**src/hw/rtl/sh3_pkg.sv**
```systemverilog
// Shared widths, register codes and structs of the 3x3 sharpen filter.
package sh3_pkg;

    localparam int PIX_W      = 8;
    localparam int COL_W      = 12;
    localparam int ROW_W      = 16;
    localparam int CH_W       = 3;
    localparam int SAMPLE_W   = 13;
    localparam int SPAN_W     = 14;
    localparam int SUM_W      = 13;
    localparam int APB_ADDR_W = 4;
    localparam int APB_DATA_W = 32;

    localparam logic [COL_W-1:0] COLUMNS_RESET  = 12'd640;
    localparam logic [ROW_W-1:0] ROWS_RESET     = 16'd480;
    localparam logic [CH_W-1:0]  CHANNELS_RESET = 3'd1;

    // Register index, taken from paddr[3:2]
    typedef enum logic [1:0] {
        REG_COLUMNS  = 2'd0,
        REG_ROWS     = 2'd1,
        REG_CHANNELS = 2'd2
    } reg_index_t;

    // Clamped frame geometry derived from the registers
    typedef struct packed {
        logic [COL_W-1:0]  cols;
        logic [ROW_W-1:0]  rows;
        logic [CH_W-1:0]   ch;
        logic [SPAN_W-1:0] span;
        logic [SPAN_W-1:0] right_start;
    } geom_t;

    // Where the current sample sits in the frame
    typedef struct packed {
        logic has_result;
        logic border;
        logic last_row;
    } pos_info_t;

endpackage

```
**src/hw/rtl/sh3_pos.sv**
```systemverilog
// Row and sample counters with border and last-row decode.
module sh3_pos (
    input  logic                            clk,
    input  logic                            rst_n,
    input  logic                            accept,
    input  sh3_pkg::geom_t                  geom,
    output logic [sh3_pkg::SAMPLE_W-1:0]    sample_idx,
    output sh3_pkg::pos_info_t              info
);
    import sh3_pkg::*;

    logic [SAMPLE_W-1:0] sample_reg;
    logic [SAMPLE_W-1:0] sample_next;
    logic [ROW_W-1:0]    row_reg;
    logic [ROW_W-1:0]    row_next;
    logic                row_end;
    logic                last_row;

    assign last_row = row_reg >= (geom.rows - ROW_W'(1));
    assign row_end  = (SPAN_W'(sample_reg) + SPAN_W'(1)) >= geom.span;

    // Decode position of the incoming sample
    assign info.has_result = row_reg != '0;
    assign info.last_row   = last_row;
    assign info.border     = (row_reg == ROW_W'(1))
                          || ({1'b0, sample_reg} < SPAN_W'(geom.ch))
                          || ({1'b0, sample_reg} >= geom.right_start);
    assign sample_idx      = sample_reg;

    // Advance counters on each transfer, wrap at row and frame end
    always_comb
    begin
        sample_next = sample_reg;
        row_next    = row_reg;
        if (accept)
        begin
            if (row_end)
            begin
                sample_next = '0;
                row_next    = last_row ? '0 : row_reg + ROW_W'(1);
            end
            else
            begin
                sample_next = sample_reg + SAMPLE_W'(1);
            end
        end
    end

    always_ff @(posedge clk or negedge rst_n)
    begin
        if (!rst_n)
        begin
            sample_reg <= '0;
            row_reg    <= '0;
        end
        else
        begin
            sample_reg <= sample_next;
            row_reg    <= row_next;
        end
    end

endmodule

```
**config.mk**
```make
export PLATFORM = sky130hd
export DESIGN_NAME = sh3_pos
export DESIGN_NICKNAME = d
export VERILOG_FILES = /design/src/hw/rtl/sh3_pkg.sv /design/src/hw/rtl/sh3_pos.sv
export SDC_FILE = /design/constraint.sdc
export NUM_CORES = 1
export LEC_CHECK = 0
export BUFFER_PORTS_ARGS = -buffer_cell sky130_fd_sc_hd__buf_4
export CAP_MARGIN = 20
export CORE_AREA = 5 5 70 97
export CTS_CLUSTER_DIAMETER = 150
export DETAILED_ROUTE_END_ITERATION = 8
export DIE_AREA = 0 0 75 102
export HOLD_SLACK_MARGIN = 0.03
export PLACE_DENSITY_LB_ADDON = 0.12
export SLEW_MARGIN = 20
export SYNTH_ARGS = -nofsm -noshare
export SYNTH_HDL_FRONTEND = slang
export SYNTH_SLANG_ARGS = --single-unit
```
**constraint.sdc**
```tcl
create_clock -name clk -period 4.1 [get_ports clk]
set_clock_uncertainty 0.05 [all_clocks]
set_input_delay 0.205 -clock clk [delete_from_list [all_inputs] [get_ports clk]]
set_output_delay 0.205 -clock clk [all_outputs]
set_load 0.05 [all_outputs]
```
* Word level (Yosys, flattened, before mapping)
Cells that the tools add are included.
Storage, ports and cells: register bits 29, input bits 62, output and inout port bits 16, logic and storage cells 17
Cells by class: $add $sub $neg 4, order comparisons 4, eq/ne operators 1, multiplexer cells 2, reduce and logical (&&, ||, !) cells 4
Operators with widths (number):
- 16-bit by 1-bit adder with 16-bit output, second input constant | 1
- 16-bit by 1-bit == test with 1-bit output, second input constant | 1
- 16-bit greater-or-equal comparator | 1
- 16-bit 2-to-1 mux | 1
- 16-bit nonzero test | 1
- 16-bit by 1-bit subtractor with 16-bit output, second input constant | 1
- 13-bit by 1-bit adder with 14-bit output, second input constant | 1
- 13-bit by 14-bit greater-or-equal comparator with 1-bit output | 1
- 14-bit greater-or-equal comparator | 1
- 13-bit by 1-bit adder with 13-bit output, second input constant | 1
- 13-bit by 3-bit less-than comparator with 1-bit output | 1
- 13-bit 2-to-1 mux | 1
- 1-bit logical OR | 2
- 2-bit AND reduction | 1

* Longest topological paths before layout
Gate-level depths: netlist of run 1.
depth after elaboration 3, gate-level depth with buffers 15, depth with buffers taken out 14

* Worst setup path before layout of run 1
Ideal clock, no wire load.
path kind flip-flop to flip-flop, start point register sample_reg[2], in the netlist sample_idx[2], end point register sample_reg[10], in the netlist sample_idx[10], setup time 0.065 ns, data arrival time 3.427 ns, required time 3.985 ns, slack 0.558 ns, cell stages (with the launch flop) 15, period minus slack after synthesis 3.542 ns, cells stage by stage dfrtp_1 > and3_1 > and3_1 > clkbuf_1 > nand3_1 > nor2_1 > xor2_1 > ha_1 > nand4_1 > nor2_1 > a221oi_1 > nand3_2 > buf_2 > nor3b_1 > a21o_1
On the way: word-level cells in the longest chain between the ends 3, elaborated cells between the ends (all ways) 4, classes of those cells add/sub (2); order compare (1); mux (1)
Ends and longest elaborated chain:
- from (decl) | RTL line sh3_pos.sv:12 | logic [SAMPLE_W-1:0] sample_reg;
- from (signal assigned) | RTL line sh3_pos.sv:58 | sample_reg <= sample_next;
- 13-bit by 1-bit adder with 14-bit output | RTL line sh3_pos.sv:20 | assign row_end = (SPAN_W'(sample_reg) + SPAN_W'(1)) >= geom.span;
- 14-bit greater-or-equal comparator | RTL line sh3_pos.sv:20
- 13-bit 2-to-1 mux * | RTL line sh3_pos.sv:37 | if (row_end)
Mark *: on every way between the ends. The rest lies on a longest branch, timed or not. A chain may end at the register's enable or synchronous reset.

* Worst setup path after layout of run 1
start point register sample_reg[2], in the netlist sample_idx[2], end point register row_reg[2]
On the way: word-level cells in the longest chain between the ends 3
Ends and longest elaborated chain:
- 13-bit by 1-bit adder with 14-bit output | RTL line sh3_pos.sv:20
- 14-bit greater-or-equal comparator | RTL line sh3_pos.sv:20
- 2-bit AND reduction (no line)
- to (signal assigned) | RTL line sh3_pos.sv:59 | row_reg <= row_next;
- to (decl) | RTL line sh3_pos.sv:14 | logic [ROW_W-1:0] row_reg;
Every way passes these cells.

==> impl_metrics.yaml, run 1 <==
layout:
  multiInputGateArea_sq_um: 2120
  ff_latch_area_sq_um: 726
  num_antenna_cells: 0
  fin_util: 0.641
  final_area_sq_um: 3730
  largest_reg_flops: 16
  drive_gt1_frac: 0.186
  synthToLayoutAreaGrowth_pct: 20.5
  nFillCells: 545
  num-nets-final: 554
critical_path:
  critical_path_depth: 12
  start_kind: "flop"
  path_max_fanout: 11
  crit_chain: "and3_1 > and3_1 > nand3_1 > nor2_1 > xor2_1 > ha_1 > nand4_1 > nor3_1 > o31a_1 > o21ai_1 > or2_1 > o311ai_0"
  crit_required_ns: 4.22
  crit_path_frequent_cell: "and3_1"
  crit_arrival_ns: 3.80
  cp_num_buf_inv: 0
  slowest_stage: "dfrtp_1"
  crit_type: "reg2reg"
  rr_worst_depth: 12
  cp_top_family: "simple AND/OR/NAND/NOR gates"
  end_kind: "flop"
  cpPeakStageDelay_ns: 0.50
global_route:
  grtUsageTotal: 0.207
  grt_remaining_overflow: 0
  antenna_found_initial: 0
  grt_pass1_wl_um: 12400
  grt_pass1_vias: 2928
  grt_max_degree: 30
power_and_ir_drop:
  vdd_drop_max_mv: 0.163
  p_leak_nw: 1.92
  finalPower_mw: 1.22
  power.density_nw_per_um2: 327
cts:
  ctsResizeCount: 0
  cts_inserted_buffers: 5
  clock_sinks: 29
  post-cts-setup-buffer-count: 0
  root_buffer: "clkbuf_8"
  clkLatencyLatePin_ns: 0.28
  tritoncts: "built"
  clk_pin_slew_ns: 0.06
  htree_num_levels: 2
  cts_buffer_depth: 2
  ctsHoldBuffers: 1
routing:
  viasPerCell: 5.85
  highest_layer: "met4"
  wl_met2_um: 4110
  wl_met1_um: 2860
  route.detailed.drc: 0
  vias: 2994
  wirelength_um: 7650
  antenna_left: 0
  routedWlPerCell_um: 14.9
  drt_iter0_drc: 159
  wl_met3_um: 356
  firstDrtPassIters: 4
die:
  io_pins: 78
  start_util: 0.532
  core_area_sq_um: 5820
  die-area_sq_um: 7650
  die_h_um: 102
  num_rows: 33
  die_w_um: 75
sta:
  finalHoldViolations: 0
  timing.final.crit_period_ns: 3.69
  fmax_mhz: 271
  holdWs_ns: 0.219
  relSlewSlack: 0.488
  setup_violations: 0
  final.period_utilization: 0.899
  slew_viol_final: 0
  finalSetupTns_ns: 0
  worstMarginPinSlew_ns: 0.762
  rsz0062_at_grt: "false"
run:
  maxCapViolCount: 0
synth:
  synthTopCellsByArea: "dfrtp_1, ha_1, inv_1"
  syn_area_sq_um: 3100
  avgSynthCellArea_sq_um: 8.19
  yosys.area.top_type_share: 0.234
  syn_inst: 378
  yosys_warnings: 0
  ys.flop_type: "dfrtp_1"
  synth-seq-cells: 29
  async_flop_share: 1.00
  yosys.cell_types.count: 52
  synth_nets: 490
  yosysTopAreaCell: "dfrtp_1"
  synth-seq-area-share: 0.234
  synth_edf_count: 0
status:
  status: "finished, final reports clean"
placement:
  port-buffer-count: 65
  hpwl_um: 6290
  place_area_sq_um: 3630
  gp_congestion: 0.791
worst_hold_path:
  hold_depth: 2
  hp-class: "in2reg"
path summary, 6_finish.rpt:
check	slack, ns	startpoint	endpoint
max	0.41	sample_idx[2]	row_reg[2]
min	0.22	accept	sample_idx[0]
max reg2reg	0.41	sample_idx[2]	row_reg[2]
min reg2reg	0.54	row_reg[15]	row_reg[15]
max in group asynchronous	3.37	rst_n	sample_idx[10]
min in group asynchronous	0.35	rst_n	row_reg[12]
synthesized netlist by cell type, drive strengths merged (8+ instances only):
cell / instances
nor4: 17
o21ai: 19
a21o: 17
nand3: 19
ha: 50
nor2: 14
clkbuf: 8
xnor2: 15
nand4: 10
dfrtp: 29
nand2: 29
xor2: 9
inv: 49
a21oi: 15
nand2b: 8
through the flow:
step / std cells / setup WS [ns]
after CTS: 512 / 0.466
after global placement: 504 / 0.511
final: 512 / 0.414
after detailed placement: 504 / 0.410
after floorplan: 378 / 0.558
after global routing: 512 / 0.103
report_power, final:
part | internal, mW | leakage, nW | switching, mW | total, mW
clock | 0.133 | 0.0443 | 0.106 | 0.239
sequential | 0.323 | 0.352 | 0.0786 | 0.401
combinational | 0.235 | 1.53 | 0.345 | 0.581
logic make-up after synthesis:
family	after synthesis	synth area share
muxes	1	0.00323
adders and majority gates	50	0.202
and+or+nand+nor	123	0.207
AOI/OAI and AO/OA	90	0.206
buffers and inverters	61	0.0792
xor gates and xnor gates	24	0.0679
DFF	29	0.234
cells in the final DEF, fill, tap and decap left out, types with 3 or more instances in the layout:
cell type,n
ha_1,50
nor4_1,17
nand3_1,18
nand2_1,29
a21o_1,17
a2bb2oi_1,3
dfrtp_1,29
nand4_1,10
xnor2_1,15
a22o_1,3
inv_1,48
clkbuf_8,6
o21ai_0,18
buf_4,68
o31ai_1,4
a21oi_1,15
and3_1,7
o22ai_1,4
and2_1,3
xor2_1,9
nor2_1,14
nand2b_1,8
nor3_1,7
layer usage:
metal  up-vias  GRT usage
met4         0      0.121
met3        22     0.0197
met1      1401      0.206
met2        77      0.399
li1       1494          -
met5         -          0
layout make-up:
cell class,instances,area share
Timing Repair Buffer,69,0.140
Multi-Input combinational cell,288,0.569
Clock buffer,7,0.0231
Inverter,49,0.0500
Tap cell,70,0.0235
Sequential cell,29,0.195
No activity file was read; power rests on OpenSTA's default activity.
==> run 2: changes to the inputs <==
Settings changed: ABC_AREA set to 1, CORE_AREA 5 5 70 97 to 5 5 73 102, DIE_AREA 0 0 75 102 to 0 0 78 107.
==> impl_metrics.yaml, run 2 <==
die:
  start_util: 0.546
  die_w_um: 78
  die-area_sq_um: 8350
  core_area_sq_um: 6440
  io_pins: 78
  die_h_um: 107
  num_rows: 35
critical_path:
  crit_arrival_ns: 3.22
  reg2reg_from: "sample_idx[1]"
  path_max_fanout: 32
  crit_type: "reg2reg"
  cpPeakStageDelay_ns: 0.46
  crit_path_frequent_cell: "nand2_1"
  slowest_stage: "dfrtp_1"
  crit_required_ns: 4.20
  r2r-end: "row_reg[13]"
  reg2reg_slack_ns: 0.98
  crit_chain: "ha_1 > nand2_1 > nor2_4 > nand4_1 > nor2_1 > nand2_1 > nand2_1 > inv_1 > ha_1 > nand2_1 > nor2_1 > nand2_1 > nor2_1 > nand2_1 > nand3_2 > nand2_2 > nand2_1 > o21ai_2"
  start_kind: "flop"
  end_kind: "flop"
  rr_worst_depth: 18
sta:
  worstMarginPinSlew_ns: 0.615
  finalSetupTns_ns: 0
  relSlewSlack: 0.588
  fmax_mhz: 321
  slew_viol_final: 0
  setup_violations: 0
  rsz0062_at_grt: "false"
  holdWs_ns: 0.107
  finalHoldViolations: 0
  timing.final.crit_period_ns: 3.12
  final.period_utilization: 0.760
layout:
  synthToLayoutAreaGrowth_pct: 17.3
  fin_util: 0.640
  fin_cells: 671
  drive_gt1_frac: 0.164
  mostFrequentLayoutCells: "nand2_1, inv_1, buf_4"
  num_antenna_cells: 0
  num-nets-final: 708
  largest_reg_flops: 16
  final_common_cell: "nand2_1"
routing:
  wl_met1_um: 3080
  drt_iter0_drc: 151
  highest_layer: "met4"
  viasPerCell: 5.15
  antenna_left: 0
  routedWlPerCell_um: 12.3
  wirelength_um: 8250
  vias: 3459
  route.detailed.drc: 0
  wl_met2_um: 4710
  firstDrtPassIters: 4
  wl_met3_um: 304
cts:
  clock_sinks: 29
  clk_pin_slew_ns: 0.06
  cts_buffer_depth: 2
  cts_inserted_buffers: 5
  ctsHoldBuffers: 1
  clkLatencyLatePin_ns: 0.28
  post-cts-setup-buffer-count: 0
  tritoncts: "built"
  htree_num_levels: 2
  ctsResizeCount: 0
  root_buffer: "clkbuf_8"
synth:
  ys.flop_type: "dfrtp_1"
  synth_top_family_by_area: "simple AND/OR/NAND/NOR gates"
  yosys.area.top_type_share: 0.207
  synth_nets: 641
  synthTopCellsByArea: "dfrtp_1, ha_1, nand2_1"
  synth-simple-area-share: 0.330
  synth_edf_count: 0
  synth_fa_ha_area_frac: 0.178
  async_flop_share: 1.00
  synth-seq-cells: 29
  syn_area_sq_um: 3510
  yosys.cell_types.count: 33
  synth-seq-area-share: 0.207
  synthMuxAreaShare: 0
  yosysTopAreaCell: "dfrtp_1"
  yosys_warnings: 0
  syn_inst: 529
  yosysMostFrequentCell: "nand2_1"
  synth_xor_xnor_area_share: 0.0673
  synth-compound-area-share: 0.0883
  yosys-top-cells-count: "nand2_1, inv_1, ha_1, nor2_1, nand3_1"
  avgSynthCellArea_sq_um: 6.64
placement:
  dp.cells: 662
  port-buffer-count: 65
  hpwl_um: 6850
  gp_congestion: 0.914
power_and_ir_drop:
  vdd_drop_max_mv: 0.364
  power.density_nw_per_um2: 354
  finalPower_mw: 1.46
  p_leak_nw: 2.34
worst_hold_path:
  hp-class: "in2reg"
  hp-start: "accept"
  hold_depth: 2
  holdPathEnd: "sample_idx[12]"
status:
  status: "finished, final reports clean"
global_route:
  antenna_found_initial: 0
  grt_pass1_vias: 3377
  grtUsageTotal: 0.201
  grt_max_degree: 33
  grt_remaining_overflow: 0
  grt_pass1_wl_um: 13900
run:
  maxCapViolCount: 0
## run 2: worst max-delay path, delay by kind of cell (launching register included)
family,cells,cell delay [ns]
AOI/OAI and AO/OA,1,0.07
adders and majority gates,2,0.50
buffers and inverters,1,0.05
DFF,1,0.46
and+or+nand+nor,14,1.84
## run 2: worst max-delay path by stage
| stage | startpoint | endpoint | slack, ns |
|---|---|---|---|
| floorplan | sample_idx[0] | row_reg[0] | 1.26 |
| global placement | sample_idx[1] | row_reg[1] | 1.06 |
| detailed placement | sample_idx[1] | row_reg[1] | 0.96 |
| CTS | sample_idx[1] | row_reg[13] | 0.94 |
| global route | sample_idx[1] | row_reg[0] | 0.57 |
| finish | sample_idx[1] | row_reg[13] | 0.98 |
## run 2: layout make-up
class | count | area, sq um
clock buffers | 8 | 80.1
well taps | 74 | 92.6
inverters | 103 | 387
multi-input cells | 390 | 2330
fillers | 628 | 2320
repair buffers | 67 | 505
flip-flops and latches | 29 | 726
## run 2: power breakdown
group	switching [mW]	total, mW	internal [mW]	leakage (nW)
Clock	0.109	0.230	0.120	0.0395
Sequential	0.0943	0.428	0.334	0.392
Combinational	0.509	0.802	0.293	1.91
Total	0.712	1.46	0.747	2.34
## run 2: layer usage
| layer | track usage | up-vias |
|---|---|---|
| met2 | 0.417 | 59 |
| met3 | 0.0261 | 11 |
| met5 | 0 | - |
| met4 | 0.0616 | 0 |
| li1 | - | 1823 |
| met1 | 0.197 | 1566 |
## run 2: per-stage QoR
stage	cell area, sq um	setup slack (ns)
detailed placement	4030	0.957
floorplan	3510	1.26
CTS	4120	0.940
finish	4120	0.983
global placement	4030	1.06
global route	4120	0.567
## run 2: kinds of logic (layout without fill, tap and decap cells)
family / count (synthesis) / count (layout)
AOI/OAI and AO/OA: 56 / 56
and+or+nand+nor: 257 / 257
buffers and inverters: 110 / 178
adders and majority gates: 50 / 50
xor gates and xnor gates: 27 / 27
DFF: 29 / 29
==> run 3: changes to the inputs <==
Clock period 4.1 ns to 3.2 ns, I/O delays scaled along.
==> impl_metrics.yaml, run 3 (same netlist as run 2, synthesis figures left out) <==
critical_path:
  crit_arrival_ns: 2.92
  path_max_fanout: 32
  crit_required_ns: 3.31
  r2r-end: "row_reg[0]"
  crit_type: "reg2reg"
  start_kind: "flop"
  reg2reg_from: "sample_idx[1]"
  setup.worst_path.end: "row_reg[0]"
  crit_path_start: "sample_idx[1]"
  reg2reg_slack_ns: 0.39
  rr_worst_depth: 19
  end_kind: "flop"
die:
  die_h_um: 107
  start_util: 0.546
  io_pins: 78
  die-area_sq_um: 8350
  core_area_sq_um: 6440
  num_rows: 35
  die_w_um: 78
cts:
  clkLatencyLatePin_ns: 0.28
  cts_buffer_depth: 2
  htree_num_levels: 2
  root_buffer: "clkbuf_8"
  post-cts-setup-buffer-count: 0
  ctsResizeCount: 0
  clk_pin_slew_ns: 0.06
  tritoncts: "built"
  cts_inserted_buffers: 5
  clock_sinks: 29
worst_hold_path:
  hp-class: "in2reg"
  hp-start: "accept"
layout:
  fin_util: 0.646
  ff_latch_area_sq_um: 726
  multiInputGateArea_sq_um: 2330
  mostFrequentLayoutCells: "nand2_1, inv_1, buf_4"
  final_area_sq_um: 4160
  nFillCells: 619
  num_antenna_cells: 0
  fin_cells: 674
  synthToLayoutAreaGrowth_pct: 18.3
  drive_gt1_frac: 0.168
  final_common_cell: "nand2_1"
  num-nets-final: 711
  largest_reg_flops: 16
sta:
  finalSetupTns_ns: 0
  final.period_utilization: 0.877
  holdWs_ns: 0.0671
  fmax_mhz: 356
  rsz0062_at_grt: "false"
  worstMarginPinSlew_ns: 0.373
  layout_setup_ws_ns: 0.393
  relSlewSlack: 0.749
  setup_violations: 0
  slew_viol_final: 0
  timing.final.crit_period_ns: 2.81
  finalHoldViolations: 0
routing:
  vias: 3500
  antenna_left: 0
  firstDrtPassIters: 4
  drt_iter0_drc: 117
  viasPerCell: 5.19
  route.detailed.drc: 0
  routedWlPerCell_um: 12.4
  wirelength_um: 8370
global_route:
  grtUsageTotal: 0.208
  grt_pass1_wl_um: 14500
  grt_remaining_overflow: 0
  grt_pass1_vias: 3602
  grt_max_degree: 33
  antenna_found_initial: 0
power_and_ir_drop:
  finalPower_mw: 1.89
  vdd_drop_max_mv: 0.503
  power.density_nw_per_um2: 454
  p_leak_nw: 2.36
placement:
  pre_cts_ws_ns: 0.367
  hpwl_um: 6890
  gp_congestion: 0.935
  port-buffer-count: 65
  place_area_sq_um: 4070
  dp.cells: 665
status:
  status: "finished, final reports clean"
run:
  maxCapViolCount: 0
==> run 3: cell types whose count changed in the layout (fill, tap and decap cells not counted), sizes merged <==
cell	previous run	this run
buf	66	69
==> run 3: how the worst min path moves through the flow <==
stage	cells past startpoint	endpoint	slack, ns
after floorplan	0	row_reg[0]	-0.19
after global placement	1	sample_idx[0]	0.06
after detailed placement	1	sample_idx[1]	0.06
after CTS	2	sample_idx[7]	0.07
after global routing	2	sample_idx[7]	0.07
final	2	sample_idx[7]	0.07
==> run 3: repair_timing <==
action	CTS	global route
hold buffers	1	0
endpoints found under the hold margin	29	0
setup endpoints to repair	0	0
==> run 3: worst max-delay path, cell delays in order, from the launching register on <==
cell and delay [ns]:
dfrtp_1 0.45, ha_1 0.22, nand2_1 0.10, nor2_4 0.16, nand4_1 0.22, nor2_1 0.17, nand2_1 0.06, nand2_1 0.09
inv_1 0.05, ha_1 0.28, nand2_1 0.05, nor2_1 0.10, nand2_1 0.08, nor2_1 0.09, nand2_1 0.08, nand3_2 0.08
nand2_2 0.07, buf_12 0.17, nand2_1 0.06, o21ai_0 0.07
==> run 3: cell type report <==
type | count | area share
multi-input cells | 390 | 0.561
flip-flops and latches | 29 | 0.175
repair buffers | 70 | 0.130
inverters | 103 | 0.0930
well taps | 74 | 0.0223
clock buffers | 8 | 0.0193
==> run 3: power by group <==
| group | internal, mW | switching (mW) | leakage (nW) |
|---|---|---|---|
| registers | 0.427 | 0.118 | 0.392 |
| clock network | 0.154 | 0.141 | 0.0395 |
| logic | 0.385 | 0.662 | 1.93 |
==> run 3: per-layer routing <==
metal / GRT usage / part of all wire
met5: 0 / 0
met4: 0.0990 / 0.032
met3: 0.0286 / 0.041
met2: 0.422 / 0.55
met1: 0.195 / 0.37
