File: src/hw/rtl/sh3_pkg.sv
// Shared widths, register codes and structs of the 3x3 sharpen filter.
package sh3_pkg;

    localparam int PIX_W      = 8;
    localparam int COL_W      = 12;
    localparam int ROW_W      = 16;
    localparam int CH_W       = 3;
    localparam int SAMPLE_W   = 13;
    localparam int SPAN_W     = 14;
    localparam int SUM_W      = 13;
    localparam int APB_ADDR_W = 4;
    localparam int APB_DATA_W = 32;

    localparam logic [COL_W-1:0] COLUMNS_RESET  = 12'd640;
    localparam logic [ROW_W-1:0] ROWS_RESET     = 16'd480;
    localparam logic [CH_W-1:0]  CHANNELS_RESET = 3'd1;

    // Register index, taken from paddr[3:2]
    typedef enum logic [1:0] {
        REG_COLUMNS  = 2'd0,
        REG_ROWS     = 2'd1,
        REG_CHANNELS = 2'd2
    } reg_index_t;

    // Clamped frame geometry derived from the registers
    typedef struct packed {
        logic [COL_W-1:0]  cols;
        logic [ROW_W-1:0]  rows;
        logic [CH_W-1:0]   ch;
        logic [SPAN_W-1:0] span;
        logic [SPAN_W-1:0] right_start;
    } geom_t;

    // Where the current sample sits in the frame
    typedef struct packed {
        logic has_result;
        logic border;
        logic last_row;
    } pos_info_t;

endpackage

File: src/hw/rtl/sh3_out.sv
// Kernel arithmetic, result sequencing and output register.
module sh3_out (
    input  logic                        clk,
    input  logic                        rst_n,
    input  logic                        accept,
    input  sh3_pkg::pos_info_t          info,
    input  logic [sh3_pkg::PIX_W-1:0]   pixel,
    input  logic [sh3_pkg::PIX_W-1:0]   centre,
    input  logic [sh3_pkg::PIX_W-1:0]   right,
    input  logic [sh3_pkg::PIX_W-1:0]   up,
    input  logic [sh3_pkg::PIX_W-1:0]   left,
    input  logic                        result_stall,
    output logic                        result_valid,
    output logic [sh3_pkg::PIX_W-1:0]   filtered_sample,
    output logic                        last_of_item,
    output logic                        busy
);
    import sh3_pkg::*;

    // 5*centre minus the four neighbors, saturated to the pixel range
    function automatic logic [PIX_W-1:0] sharpen(
        input logic [PIX_W-1:0] c,
        input logic [PIX_W-1:0] l,
        input logic [PIX_W-1:0] r,
        input logic [PIX_W-1:0] u,
        input logic [PIX_W-1:0] d
    );
        logic [SUM_W-2:0]        five_c;
        logic [SUM_W-2:0]        neg;
        logic signed [SUM_W-1:0] acc;
        logic [PIX_W-1:0]        res;
        five_c = ({3'b0, c} << 2) + {3'b0, c};
        neg    = {3'b0, l} + {3'b0, r} + {3'b0, u} + {3'b0, d};
        acc    = $signed({1'b0, five_c}) - $signed({1'b0, neg});
        if (acc < 0)
            res = '0;
        else if (acc > 13'sd255)
            res = 8'hFF;
        else
            res = acc[PIX_W-1:0];
        return res;
    endfunction

    logic             s1_valid_reg;
    logic             s1_valid_next;
    pos_info_t        s1_info_reg;
    logic [PIX_W-1:0] s1_down_reg;
    logic             phase_reg;
    logic             phase_next;
    logic             out_valid_reg;
    logic             out_valid_next;
    logic [PIX_W-1:0] out_sample_reg;
    logic             out_last_reg;

    logic             out_load;
    logic             s1_emit;
    logic             s1_done;
    logic [PIX_W-1:0] kernel_val;
    logic [PIX_W-1:0] emit_sample;
    logic             emit_last;

    // Decide whether the held sample leaves the stage this cycle
    assign out_load = !out_valid_reg || !result_stall;
    assign s1_emit  = s1_valid_reg && s1_info_reg.has_result && out_load;
    assign s1_done  = s1_valid_reg && (!s1_info_reg.has_result
                   || (out_load && (!s1_info_reg.last_row || phase_reg)));
    assign busy     = s1_valid_reg && !s1_done;

    // Form the result: last row adds a zero border result after the first
    assign kernel_val  = s1_info_reg.border ? '0
                       : sharpen(centre, left, right, up, s1_down_reg);
    assign emit_sample = phase_reg ? '0 : kernel_val;
    assign emit_last   = phase_reg || !s1_info_reg.last_row;

    always_comb
    begin
        s1_valid_next = s1_valid_reg;
        phase_next    = phase_reg;
        if (accept)
        begin
            s1_valid_next = 1'b1;
            phase_next    = 1'b0;
        end
        else if (s1_done)
        begin
            s1_valid_next = 1'b0;
            phase_next    = 1'b0;
        end
        else if (s1_emit)
        begin
            phase_next = 1'b1;
        end
    end

    always_comb
    begin
        out_valid_next = out_valid_reg;
        if (out_load)
            out_valid_next = s1_emit;
    end

    always_ff @(posedge clk or negedge rst_n)
    begin
        if (!rst_n)
        begin
            s1_valid_reg  <= 1'b0;
            phase_reg     <= 1'b0;
            out_valid_reg <= 1'b0;
        end
        else
        begin
            s1_valid_reg  <= s1_valid_next;
            phase_reg     <= phase_next;
            out_valid_reg <= out_valid_next;
        end
    end

    // Capture stage payload on transfer, result payload on load
    always_ff @(posedge clk)
    begin
        if (accept)
        begin
            s1_info_reg <= info;
            s1_down_reg <= pixel;
        end
        if (s1_emit)
        begin
            out_sample_reg <= emit_sample;
            out_last_reg   <= emit_last;
        end
    end

    assign result_valid    = out_valid_reg;
    assign filtered_sample = out_sample_reg;
    assign last_of_item    = out_last_reg;

endmodule

File: config.mk
export PLATFORM = sky130hd
export DESIGN_NAME = sh3_out
export DESIGN_NICKNAME = d
export VERILOG_FILES = /design/src/hw/rtl/sh3_pkg.sv /design/src/hw/rtl/sh3_out.sv
export SDC_FILE = /design/constraint.sdc
export NUM_CORES = 1
export LEC_CHECK = 0
export ABC_AREA = 1
export BUFFER_PORTS_ARGS = -buffer_cell sky130_fd_sc_hd__buf_4
export CAP_MARGIN = 20
export CORE_MARGIN = 4
export CORE_UTILIZATION = 45
export DETAILED_ROUTE_END_ITERATION = 8
export PLACE_DENSITY = 0.72
export RECOVER_POWER = 50
export REMOVE_ABC_BUFFERS = 1
export SYNTH_ARGS = -nofsm -noshare
export SYNTH_HDL_FRONTEND = slang
export SYNTH_SLANG_ARGS = --single-unit
File: constraint.sdc
create_clock -name clk -period 3.6 [get_ports clk]
set_clock_uncertainty 0.1 [all_clocks]
set_input_delay 0.18 -clock clk [delete_from_list [all_inputs] [get_ports clk]]
set_output_delay 0.18 -clock clk [all_outputs]
set_load 0.03 [all_outputs]
## Yosys cells after proc, flatten, opt, wreduce, memory -nomap -nowiden

Index checks and enable logic that the tools add are counted.

- Bitwise logic cells: 0
- Equality and inequality tests: 0
- Magnitude comparators: 2
- Div/mod/pow operators: 0
- Reductions and logical operators: 16
- Add/sub/neg operators: 5
- Multipliers: 0
- Shift-type cells: 0
- Multiplexer cells: 6

Operator list:

| cell | count |
|---|---|
| 10-bit by 8-bit adder with 11-bit output | 2 |
| 12-bit by 9-bit greater-than comparator with 1-bit output (second input constant) | 1 |
| 12-bit by 1-bit less-than comparator with 1-bit output (second input constant) | 1 |
| 11-bit by 11-bit subtractor with 12-bit output | 1 |
| 9-bit by 8-bit adder with 10-bit output | 1 |
| 8-bit by 8-bit adder with 9-bit output | 1 |
| 8-bit 2-to-1 mux | 1 |
| 1-bit logical AND | 5 |
| 1-bit zero test | 5 |
| 1-bit 2-to-1 mux | 5 |
| 1-bit logical OR | 3 |
| 3-bit nonzero test | 1 |
| 3-bit OR reduction | 1 |
| 2-bit nonzero test | 1 |

- Output and inout bits: 11
- Memory bits (writable): 0
- Register bits: 23
- Memories: 0
- Input port bits: 47
- Bits in latches: 0
- Word-level logic and storage cells: 38
- ROM bits: 0

## Depth between registers and ports, before layout

Gate-level depths: netlist of run 1.

- Depth in word-level cells: 7
- Mapped depth: 18
- Gate-level depth less buffers: 18

## Worst setup path before layout of run 1

Ideal clock, no wire load.

- Path type: reg-to-reg
- Start: reg s1_down_reg[1]
- End: reg out_sample_reg[0] (netlist: filtered_sample[0]) (data pin)
- Buffers on the path: 0
- Path slack: 0.058 ns
- Setup time: 0.268 ns
- Period minus slack after synthesis: 3.542 ns
- Data arrival time: 3.174 ns
- Data required time: 3.232 ns
- Cell stages (with the launch flop): 16
- Cells stage by stage: edfxtp_1 inv_1 fa_1 fa_1 inv_1 fa_1 inv_1 fa_1 nand3_1 nand3_2 nand2_1 nand3_1 nand2_1 nand3_2 o21bai_4 a21oi_1

- Longest elaborated chain between the ends: 4
- Elaborated cells between the ends (all ways): 6
- Those cells by class: add/sub (2); order compare (2); mux (1); reduce/logical (1)

RTL lines:

| item | RTL line | RTL |
|---|---|---|
| from (decl) | sh3_out.sv:47 | `logic [PIX_W-1:0] s1_down_reg;` |
| from (signal assigned) | sh3_out.sv:124 | `s1_down_reg <= pixel;` |
| 10-bit by 8-bit adder with 11-bit output (*) | sh3_out.sv:33 | `neg = {3'b0, l} + {3'b0, r} + {3'b0, u} + {3'b0, d};` |
| 11-bit by 11-bit subtractor with 12-bit output (*) | sh3_out.sv:34 | `acc = $signed({1'b0, five_c}) - $signed({1'b0, neg});` |
| 12-bit by 1-bit less-than comparator with 1-bit output / 12-bit by 9-bit greater-than comparator with 1-bit output (equally long branches) | sh3_out.sv:35, sh3_out.sv:37 |  |
| 3-bit OR reduction (no source line) / 8-bit 2-to-1 mux (equally long branches) | -- |  |
| to (signal assigned) | sh3_out.sv:128 | `out_sample_reg <= emit_sample;` |
| to (decl) | sh3_out.sv:52 | `logic [PIX_W-1:0] out_sample_reg;` |

Mark *: on every way between the ends. The rest lies on a longest branch, timed or not.
A chain may end at the register's enable or synchronous reset.

## Worst setup path after layout of run 1

- Start: reg s1_down_reg[7]
- End: reg out_sample_reg[5] (netlist: filtered_sample[5]) (data pin)

The elaborated chain is that of the path after synthesis.

==> impl_metrics.env, run 1 <==
export IMPL_core_area_sq_um=4880
export IMPL_final_cells=422
export IMPL_grt_pass1_vias=2035
export IMPL_dpl_hpwl_mm=3.758
export IMPL_tritoncts="built"
export IMPL_drt_wl_total_mm=4.937
export IMPL_grt_pass1_wl_mm=8.480
export IMPL_io_pins=58
export IMPL_drv_cap=0
export IMPL_overflow=0
export IMPL_hold_path_end="result_valid$_DFFE_PN0N_"
export IMPL_dp_cells=398
export IMPL_endpoint_kind="flip-flop"
export IMPL_rr_endpoint="filtered_sample[5]$_SDFFCE_PP0P_"
export IMPL_postSynthCellCount=260
export IMPL_area_growth_pct=47.21
export IMPL_layout_drive_gt1_share_pct=39.44
export IMPL_dp_slack_ns=-0.1719
export IMPL_ant_nets=0
export IMPL_powerDensity_nw_per_um2=742.6
export IMPL_min_delay_path_depth=3
export IMPL_clock_sinks=23
export IMPL_fin_ws_ns=0.04733
export IMPL_cts_root_buf="clkbuf_8"
export IMPL_gp_congestion=0.7961
export IMPL_die_h_microns=79.95
export IMPL_cts_buffers=3
export IMPL_crit_fanout=8
export IMPL_hold_class="in -> reg"
export IMPL_fmax_ghz=0.2815
export IMPL_drtIter0Drc=46
export IMPL_num_vias=1946
export IMPL_ff2ff_setup_slack_ns=0.05
export IMPL_layout_cells_most_common_list="inv_1 (82), buf_4 (64), nand2_1 (30)"
export IMPL_wire_per_inst_microns=11.70
export IMPL_cp_required_ns=3.63
export IMPL_p_leak_uw=0.001757
export IMPL_synth_avg_cell_area_sq_um=8.961
export IMPL_reg2reg_depth=16
export IMPL_tightest_slew_ns=0.9395
export IMPL_dieArea_sq_um=6392
export IMPL_final_common_cell="inv_1"
export IMPL_rows=25
export IMPL_setup_viol=0
export IMPL_diodes=0
export IMPL_first_pass_iters=4
export IMPL_clk_latency_ns=0.27
export IMPL_fin_crit_ns=3.553
export IMPL_hold_viol_final=0
export IMPL_cp_start_kind="flip-flop"
export IMPL_report_final_slew_viol_count=0
export IMPL_status="finished, final reports clean"
export IMPL_arrival_ns=3.58
export IMPL_nets=448
export IMPL_ys_types=24
export IMPL_grt_max_degree=14
export IMPL_htree_levels=1
export IMPL_track_usage_pct=16.80
export IMPL_vias_per_cell=4.611
export IMPL_r2r_start="s1_down_reg[7]$_DFFE_PP_"
export IMPL_nFillCells=392
export IMPL_worstSetupPathType="reg -> reg"
export IMPL_path_clk_slew_ns=0.10
export IMPL_timing_slew_headroom_pct=37.37
export IMPL_rsz0062_at_grt="yes"
export IMPL_ys_ff_latch=23
export IMPL_clockBufferDepth=2
export IMPL_peakVddDrop_mv=0.3610
export IMPL_start_util_pct=47.74
export IMPL_drc=0
export IMPL_syn_area_sq_um=2330
export IMPL_io_buffers=57
export IMPL_yosys_warnings=0
export IMPL_antenna_found_initial=0
export IMPL_min_delay_start="result_stall"
export IMPL_fin_crit_sh_pct=98.69
export IMPL_ys_seq_area_share_pct=29.00
export IMPL_die_x_microns=79.95
timing repair:
action                                 CTS  global route
pin swaps                               34            24
setup endpoints to repair                8             8
resized for setup                       32            28
hold buffers                            12             0
setup buffers                            5             3
gates cloned                             0             0
endpoints found under the hold margin   14             0
through the flow:
stage | hold WS (ns) | setup TNS, ns | cell area (sq um) | total power [uW] | util, %
floorplan | -0.2156 | 0 | 2330 | 1289 | -
global placement | -0.1305 | -1.250 | 2947 | 1741 | 60.38
detailed placement | -0.1281 | -1.275 | 2947 | 1749 | 60.38
CTS | 0.04267 | -0.03227 | 3303 | 2276 | 67.69
global route | 0.08851 | -1.020 | 3430 | 2773 | 70.28
finish | 0.04290 | 0 | 3430 | 2547 | 70.28
report_power, final:
group | total (uW) | switching (uW) | leakage (uW) | internal [uW]
registers | 344 | 9.58 | 0.000229 | 334
clock network | 172 | 94.9 | 0.0000255 | 77.5
logic | 2030 | 1070 | 0.00150 | 965
logic make-up (layout without fill, tap and decap cells):
group           after synthesis  count (layout)  share of synthesized area, %
simple gates                 65              65                         12.19
buf+inv                      93             188                         14.98
fa+ha+maj                    45              45                         33.83
xor+xnor                      8               8                         3.007
flops                        23              23                         29.00
mux                           1               1                        0.4297
compound gates               25              25                         6.552
area by class of cell:
| class | count | area [sq um] | share of cell area, % |
|---|---|---|---|
| Multi-Input combinational cell | 144 | 1543 | 44.98 |
| Timing Repair Buffer | 91 | 729.5 | 21.27 |
| Sequential cell | 23 | 675.6 | 19.70 |
| Inverter | 93 | 351.6 | 10.25 |
| Tap cell | 67 | 83.83 | 2.444 |
| Clock buffer | 3 | 41.29 | 1.204 |
| Clock inverter | 1 | 5.005 | 0.1459 |
cells in the mapped netlist, drive strengths merged:
library cell / count / area share [%]
xor2: 4 / 1.5
nor3: 1 / 0.43
a31oi: 1 / 0.27
o21bai: 3 / 1.4
a21o: 1 / 0.38
o21ai: 3 / 0.81
nand2: 41 / 6.7
a21oi: 17 / 3.7
xnor2: 4 / 1.5
edfxtp: 20 / 26
nand3: 11 / 2.8
ha: 15 / 8.1
nand4: 2 / 0.54
inv: 93 / 15
mux2i: 1 / 0.43
fa: 30 / 26
nor2: 10 / 1.7
dfrtp: 3 / 3.2
metal layers:
layer | GRT usage (%) | wire length (microns) | vias to the layer above
met5 | 0 | 0 | -
met4 | 4.223 | 72 | 0
met3 | 2.144 | 178 | 8
met2 | 31.46 | 2664 | 40
met1 | 20.13 | 2022 | 937
li1 | - | - | 961
how the worst max path moves through the flow:
| stage | start | endpoint | slack [ns] |
|---|---|---|---|
| after floorplan | s1_down_reg[1]$_DFFE_PP_ | filtered_sample[0]$_SDFFCE_PP0P_ | 0.06 |
| after global placement | s1_down_reg[1]$_DFFE_PP_ | filtered_sample[4]$_SDFFCE_PP0P_ | -0.16 |
| after detailed placement | s1_down_reg[1]$_DFFE_PP_ | filtered_sample[5]$_SDFFCE_PP0P_ | -0.17 |
| after CTS | s1_down_reg[1]$_DFFE_PP_ | filtered_sample[0]$_SDFFCE_PP0P_ | -0.01 |
| after global routing | s1_down_reg[5]$_DFFE_PP_ | filtered_sample[4]$_SDFFCE_PP0P_ | -0.13 |
| final | s1_down_reg[7]$_DFFE_PP_ | filtered_sample[5]$_SDFFCE_PP0P_ | 0.05 |
worst max-delay path, cell delays in order, from the launching register on:
cell      delay (ns)
edfxtp_1        0.37
inv_1           0.07
fa_1            0.43
fa_1            0.51
inv_1           0.05
fa_1            0.48
inv_2           0.05
ha_4            0.29
nand2_4         0.07
buf_6           0.13
nor3_4          0.19
nand3_2         0.08
nor2_2          0.11
nor2_1          0.06
o21bai_4        0.17
buf_12          0.14
a21oi_2         0.11
Note: power is estimated with default switching activity, not from simulation.
==> run 2: changes to the inputs <==
- GPL_TIMING_DRIVEN: unset -> 0
==> impl_metrics.env, run 2 (same netlist as run 1, synthesis figures left out) <==
export IMPL_status="finished, final reports clean"
export IMPL_worstSetupPathType="reg -> reg"
export IMPL_dpl_hpwl_mm=3.718
export IMPL_dp_cells=384
export IMPL_rows=25
export IMPL_switching_share_pct=47.53
export IMPL_use_met3_pct=1.693
export IMPL_drtIter0Drc=54
export IMPL_path_clk_slew_ns=0.10
export IMPL_track_usage_pct=16.52
export IMPL_final_area_sq_um=3353
export IMPL_overflow=0
export IMPL_clock_sinks=23
export IMPL_grt_busiest_layer="met2"
export IMPL_antenna_found_initial=0
export IMPL_grt_pass1_wl_mm=8.362
export IMPL_layout_drive_gt1_share_pct=39.07
export IMPL_combPwrFrac_pct=78.4
export IMPL_gp_congestion=0.7868
export IMPL_final_cells=410
export IMPL_vias_per_cell=4.683
export IMPL_core_area_sq_um=4880
export IMPL_start_util_pct=47.74
export IMPL_nFillCells=416
export IMPL_rsz0062_at_grt="yes"
export IMPL_area_growth_pct=43.93
export IMPL_grt_pass1_vias=2023
export IMPL_die_x_microns=79.95
export IMPL_grt_max_degree=14
export IMPL_placed_cell_area_sq_um=2841
export IMPL_p_seq_share_pct=14.4
export IMPL_cp_required_ns=3.51
export IMPL_p_leak_uw=0.001706
export IMPL_final_common_cell="inv_1"
export IMPL_num_vias=1920
export IMPL_crit_fanout=4
export IMPL_clockBufferDepth=2
export IMPL_die_h_microns=79.95
export IMPL_powerDensity_nw_per_um2=711.5
export IMPL_utilization_pct=68.72
export IMPL_tightest_slew_ns=0.9056
export IMPL_p_switching_uw=1134
export IMPL_drt_wl_total_mm=4.873
export IMPL_drv_cap=0
export IMPL_met1_usage_pct=19.48
export IMPL_timing_slew_headroom_pct=39.63
export IMPL_cp_start_kind="flip-flop"
export IMPL_dieArea_sq_um=6392
export IMPL_diodes=0
export IMPL_clkPwrFrac_pct=7.2
export IMPL_clk_latency_ns=0.27
export IMPL_setup_viol=0
export IMPL_cts_root_buf="clkbuf_8"
export IMPL_drc=0
export IMPL_use_met2_pct=31.87
export IMPL_finalPower_uw=2386
export IMPL_fin_crit_ns=3.578
export IMPL_intPower_uw=1252
export IMPL_fmax_ghz=0.2795
export IMPL_tns_ns=0
export IMPL_wire_per_inst_microns=11.89
export IMPL_endpoint_kind="flip-flop"
export IMPL_report_final_slew_viol_count=0
export IMPL_arrival_ns=3.49
export IMPL_nets=436
export IMPL_hold_viol_final=0
export IMPL_htree_levels=1
export IMPL_ant_nets=0
export IMPL_io_pins=58
export IMPL_first_pass_iters=4
export IMPL_peakVddDrop_mv=0.3600
export IMPL_cts_buffers=3
export IMPL_tritoncts="built"
export IMPL_fin_crit_sh_pct=99.38
export IMPL_layout_cells_most_common_list="inv_1 (82), buf_4 (55), fa_1 (29)"
export IMPL_io_buffers=57
export IMPL_hold_class="in -> reg"
run 2: critical path, cell delays in order, from the launching register on:
cell and delay [ns]:
edfxtp_1 0.37, inv_1 0.07, fa_1 0.42, fa_1 0.49, inv_1 0.06, fa_1 0.52
inv_1 0.07, ha_4 0.27, a21oi_4 0.18, nand2_2 0.09, buf_4 0.13, buf_4 0.12
a21oi_1 0.14, xor2_1 0.22, a21oi_2 0.07
run 2: worst paths after layout:
check,to,startpoint,slack (ns),cells after the start
worst max-delay path,filtered_sample[5]$_SDFFCE_PP0P_,s1_down_reg[4]$_DFFE_PP_,0.02,14
worst max register to register,filtered_sample[5]$_SDFFCE_PP0P_,s1_down_reg[4]$_DFFE_PP_,0.02,14
max in group asynchronous,phase_reg$_DFFE_PN0P_,rst_n,3.11,2
worst min-delay path,result_valid$_DFFE_PN0N_,result_stall,0.06,3
worst min register to register,phase_reg$_DFFE_PN0P_,s1_valid_reg$_DFFE_PN0N_,0.38,1
min in group asynchronous,result_valid$_DFFE_PN0N_,rst_n,0.14,2
run 2: repair_timing:
| action | in CTS | in global routing |
|---|---|---|
| hold buffers | 12 | 0 |
| resized for setup | 35 | 31 |
| endpoints found under the setup margin | 8 | 8 |
| buffers inserted | 8 | 2 |
| endpoints found under the hold margin | 14 | 0 |
| pin swaps | 30 | 27 |
run 2: through the flow:
step	setup WS, ns	hold WS (ns)
detailed placement	-0.1919	-0.1298
global placement	-0.1861	-0.1310
CTS	-0.04592	0.06039
finish	0.02228	0.05696
floorplan	0.05813	-0.2156
global route	-0.1648	0.06861
run 2: final cells by class:
cell class,instances,area (sq um),share of cell area [%]
clock buffer,3,41.29,1.231
multi-input combinational,144,1567,46.72
clock inverter,1,5.005,0.1493
inverter,93,349.1,10.41
sequential,23,675.6,20.15
tap,67,83.83,2.500
timing repair buffer,79,631.9,18.84
run 2: power groups by stage:
| stage | combinational (uW) | clock (uW) | sequential, uW |
|---|---|---|---|
| 2_1_floorplan | 905 | 0 | 384 |
| 3_3_place_gp | 1190 | 0 | 348 |
| 3_5_place_dp | 1200 | 0 | 349 |
| 4_1_cts | 1620 | 173 | 343 |
| 5_1_grt | 2070 | 186 | 346 |
| 6_report | 1870 | 172 | 343 |
run 2: metal layers:
layer	vias up	share of wire, %
met5	-	0
met2	48	56
met4	0	1.2
li1	936	-
met3	6	4.0
met1	930	39
==> run 3: changes to the inputs <==
- CORE_UTILIZATION: 45 -> 29
- PLACE_DENSITY: 0.72 -> 0.5
==> impl_metrics.env, run 3 (same netlist as run 1, synthesis figures left out) <==
export IMPL_final_area_sq_um=3354
export IMPL_tightest_slew_ns=0.9505
export IMPL_gp_congestion=0.7990
export IMPL_diodes=0
export IMPL_num_vias=1846
export IMPL_cp_required_ns=3.52
export IMPL_status="complete, but fails checks"
export IMPL_report_final_slew_viol_count=0
export IMPL_hold_viol_final=0
export IMPL_fin_crit_sh_pct=100.0
export IMPL_arrival_ns=3.52
export IMPL_drtIter0Drc=20
export IMPL_area_growth_pct=43.99
export IMPL_io_buffers=57
export IMPL_hold_class="in -> reg"
export IMPL_core_area_sq_um=7767
export IMPL_clockBufferDepth=2
export IMPL_clock_sinks=23
export IMPL_ant_nets=0
export IMPL_htree_levels=1
export IMPL_clk_latency_ns=0.29
export IMPL_drt_wl_total_mm=4.807
export IMPL_setup_worst_path_start="s1_down_reg[3]$_DFFE_PP_"
export IMPL_wire_per_inst_microns=10.80
export IMPL_drv_cap=0
export IMPL_nets=436
export IMPL_dp_cells=419
export IMPL_first_pass_iters=4
export IMPL_r2r_start="s1_down_reg[3]$_DFFE_PP_"
export IMPL_die_x_microns=97.63
export IMPL_track_usage_pct=10.59
export IMPL_powerDensity_nw_per_um2=685.6
export IMPL_violations="setup timing"
export IMPL_cp_start_kind="flip-flop"
export IMPL_layout_cells_most_common_list="inv_1 (84), buf_4 (55), nand2_1 (30)"
export IMPL_grt_max_degree=14
export IMPL_dieArea_sq_um=9532
export IMPL_peakVddDrop_mv=0.2818
export IMPL_antenna_found_initial=0
export IMPL_drc=0
export IMPL_vias_per_cell=4.148
export IMPL_cts_buffers=3
export IMPL_fin_crit_ns=3.600
export IMPL_setup_viol=1
export IMPL_p_leak_uw=0.001687
export IMPL_fin_ws_ns=-0.0003548
export IMPL_rows=32
export IMPL_rsz0062_at_grt="yes"
export IMPL_cts_root_buf="clkbuf_8"
export IMPL_whs_ns=0.03086
export IMPL_placed_cell_area_sq_um=2885
export IMPL_crit_fanout=8
export IMPL_tritoncts="built"
export IMPL_overflow=0
export IMPL_grt_pass1_vias=1920
export IMPL_timing_slew_headroom_pct=36.63
export IMPL_worstSetupPathType="reg -> reg"
export IMPL_fmax_ghz=0.2778
export IMPL_dpl_hpwl_mm=3.828
export IMPL_start_util_pct=29.99
export IMPL_grt_pass1_wl_mm=8.300
export IMPL_finalPower_uw=2300
export IMPL_endpoint_kind="flip-flop"
export IMPL_final_cells=445
export IMPL_die_h_microns=97.63
export IMPL_min_delay_start="result_stall"
export IMPL_path_clk_slew_ns=0.11
export IMPL_ff2ff_setup_slack_ns=-0.0004
export IMPL_io_pins=58
export IMPL_layout_drive_gt1_share_pct=36.15
export IMPL_final_common_cell="inv_1"
[run 3: changes by cell type in the layout (fill, tap and decap cells not counted), moves of 2 or more]
| cell | previous run | this run |
|---|---|---|
| nand2_4 | 4 | 1 |
| inv_1 | 82 | 84 |
| inv_2 | 11 | 9 |
| nand2_1 | 23 | 30 |
| nand2_2 | 14 | 10 |
[run 3: where the power goes]
group	switching (uW)	internal, uW	total, uW
clock network	104	77.9	182
logic	967	807	1770
registers	9.59	334	344
total	1080	1220	2300
[run 3: final cells by class]
class	instances	area, sq um
clock buffers	3	41.29
clock inverters	1	5.005
fillers	799	4413
inverters	93	349.1
multi-input cells	144	1524
flip-flops and latches	23	675.6
well taps	102	127.6
repair buffers	79	631.9
[run 3: worst max-delay path: stages (launching register included)]
cell and delay [ns]:
edfxtp_1 0.40, inv_2 0.07, fa_1 0.43, fa_1 0.49, inv_1 0.05, fa_1 0.53
inv_1 0.06, ha_4 0.29, nand2_2 0.07, nor2_1 0.16, nand3_2 0.10, nand4_1 0.12
nand3_2 0.11, o21bai_4 0.14, buf_12 0.14, a21oi_2 0.05
[run 3: final timing paths]
kind                                               endpoint  cells past startpoint
setup / recovery           filtered_sample[3]$_SDFFCE_PP0P_                     15
hold / removal                     result_valid$_DFFE_PN0N_                      3
setup reg to reg           filtered_sample[3]$_SDFFCE_PP0P_                     15
hold reg to reg                       phase_reg$_DFFE_PN0P_                      1
max in group asynchronous             phase_reg$_DFFE_PN0P_                      2
min in group asynchronous          s1_valid_reg$_DFFE_PN0N_                      2
[run 3: routing by layer]
metal / track usage (%) / part of all wire [%]
met1: 12.75 / 43
met5: 0 / 0
met3: 2.297 / 5.0
met2: 18.82 / 51
met4: 3.195 / 1.3
[run 3: what timing repair did]
action                                  CTS  global route
endpoints found under the hold margin    14             0
hold buffers                             12             0
pin swaps                                31            15
buffers inserted                          9             1
gates resized for setup                  38            15
endpoints found under the setup margin    8             8
[run 3: metrics by stage]
stage                 TNS (ns)  setup WS (ns)  util (%)
finish              -0.0003548     -0.0003548     43.19
global route            -1.203        -0.1579     43.19
CTS                    -0.2269       -0.04631     42.30
detailed placement      -1.624        -0.2127     37.15
global placement        -1.524        -0.1978     37.15
floorplan                    0        0.05813         -
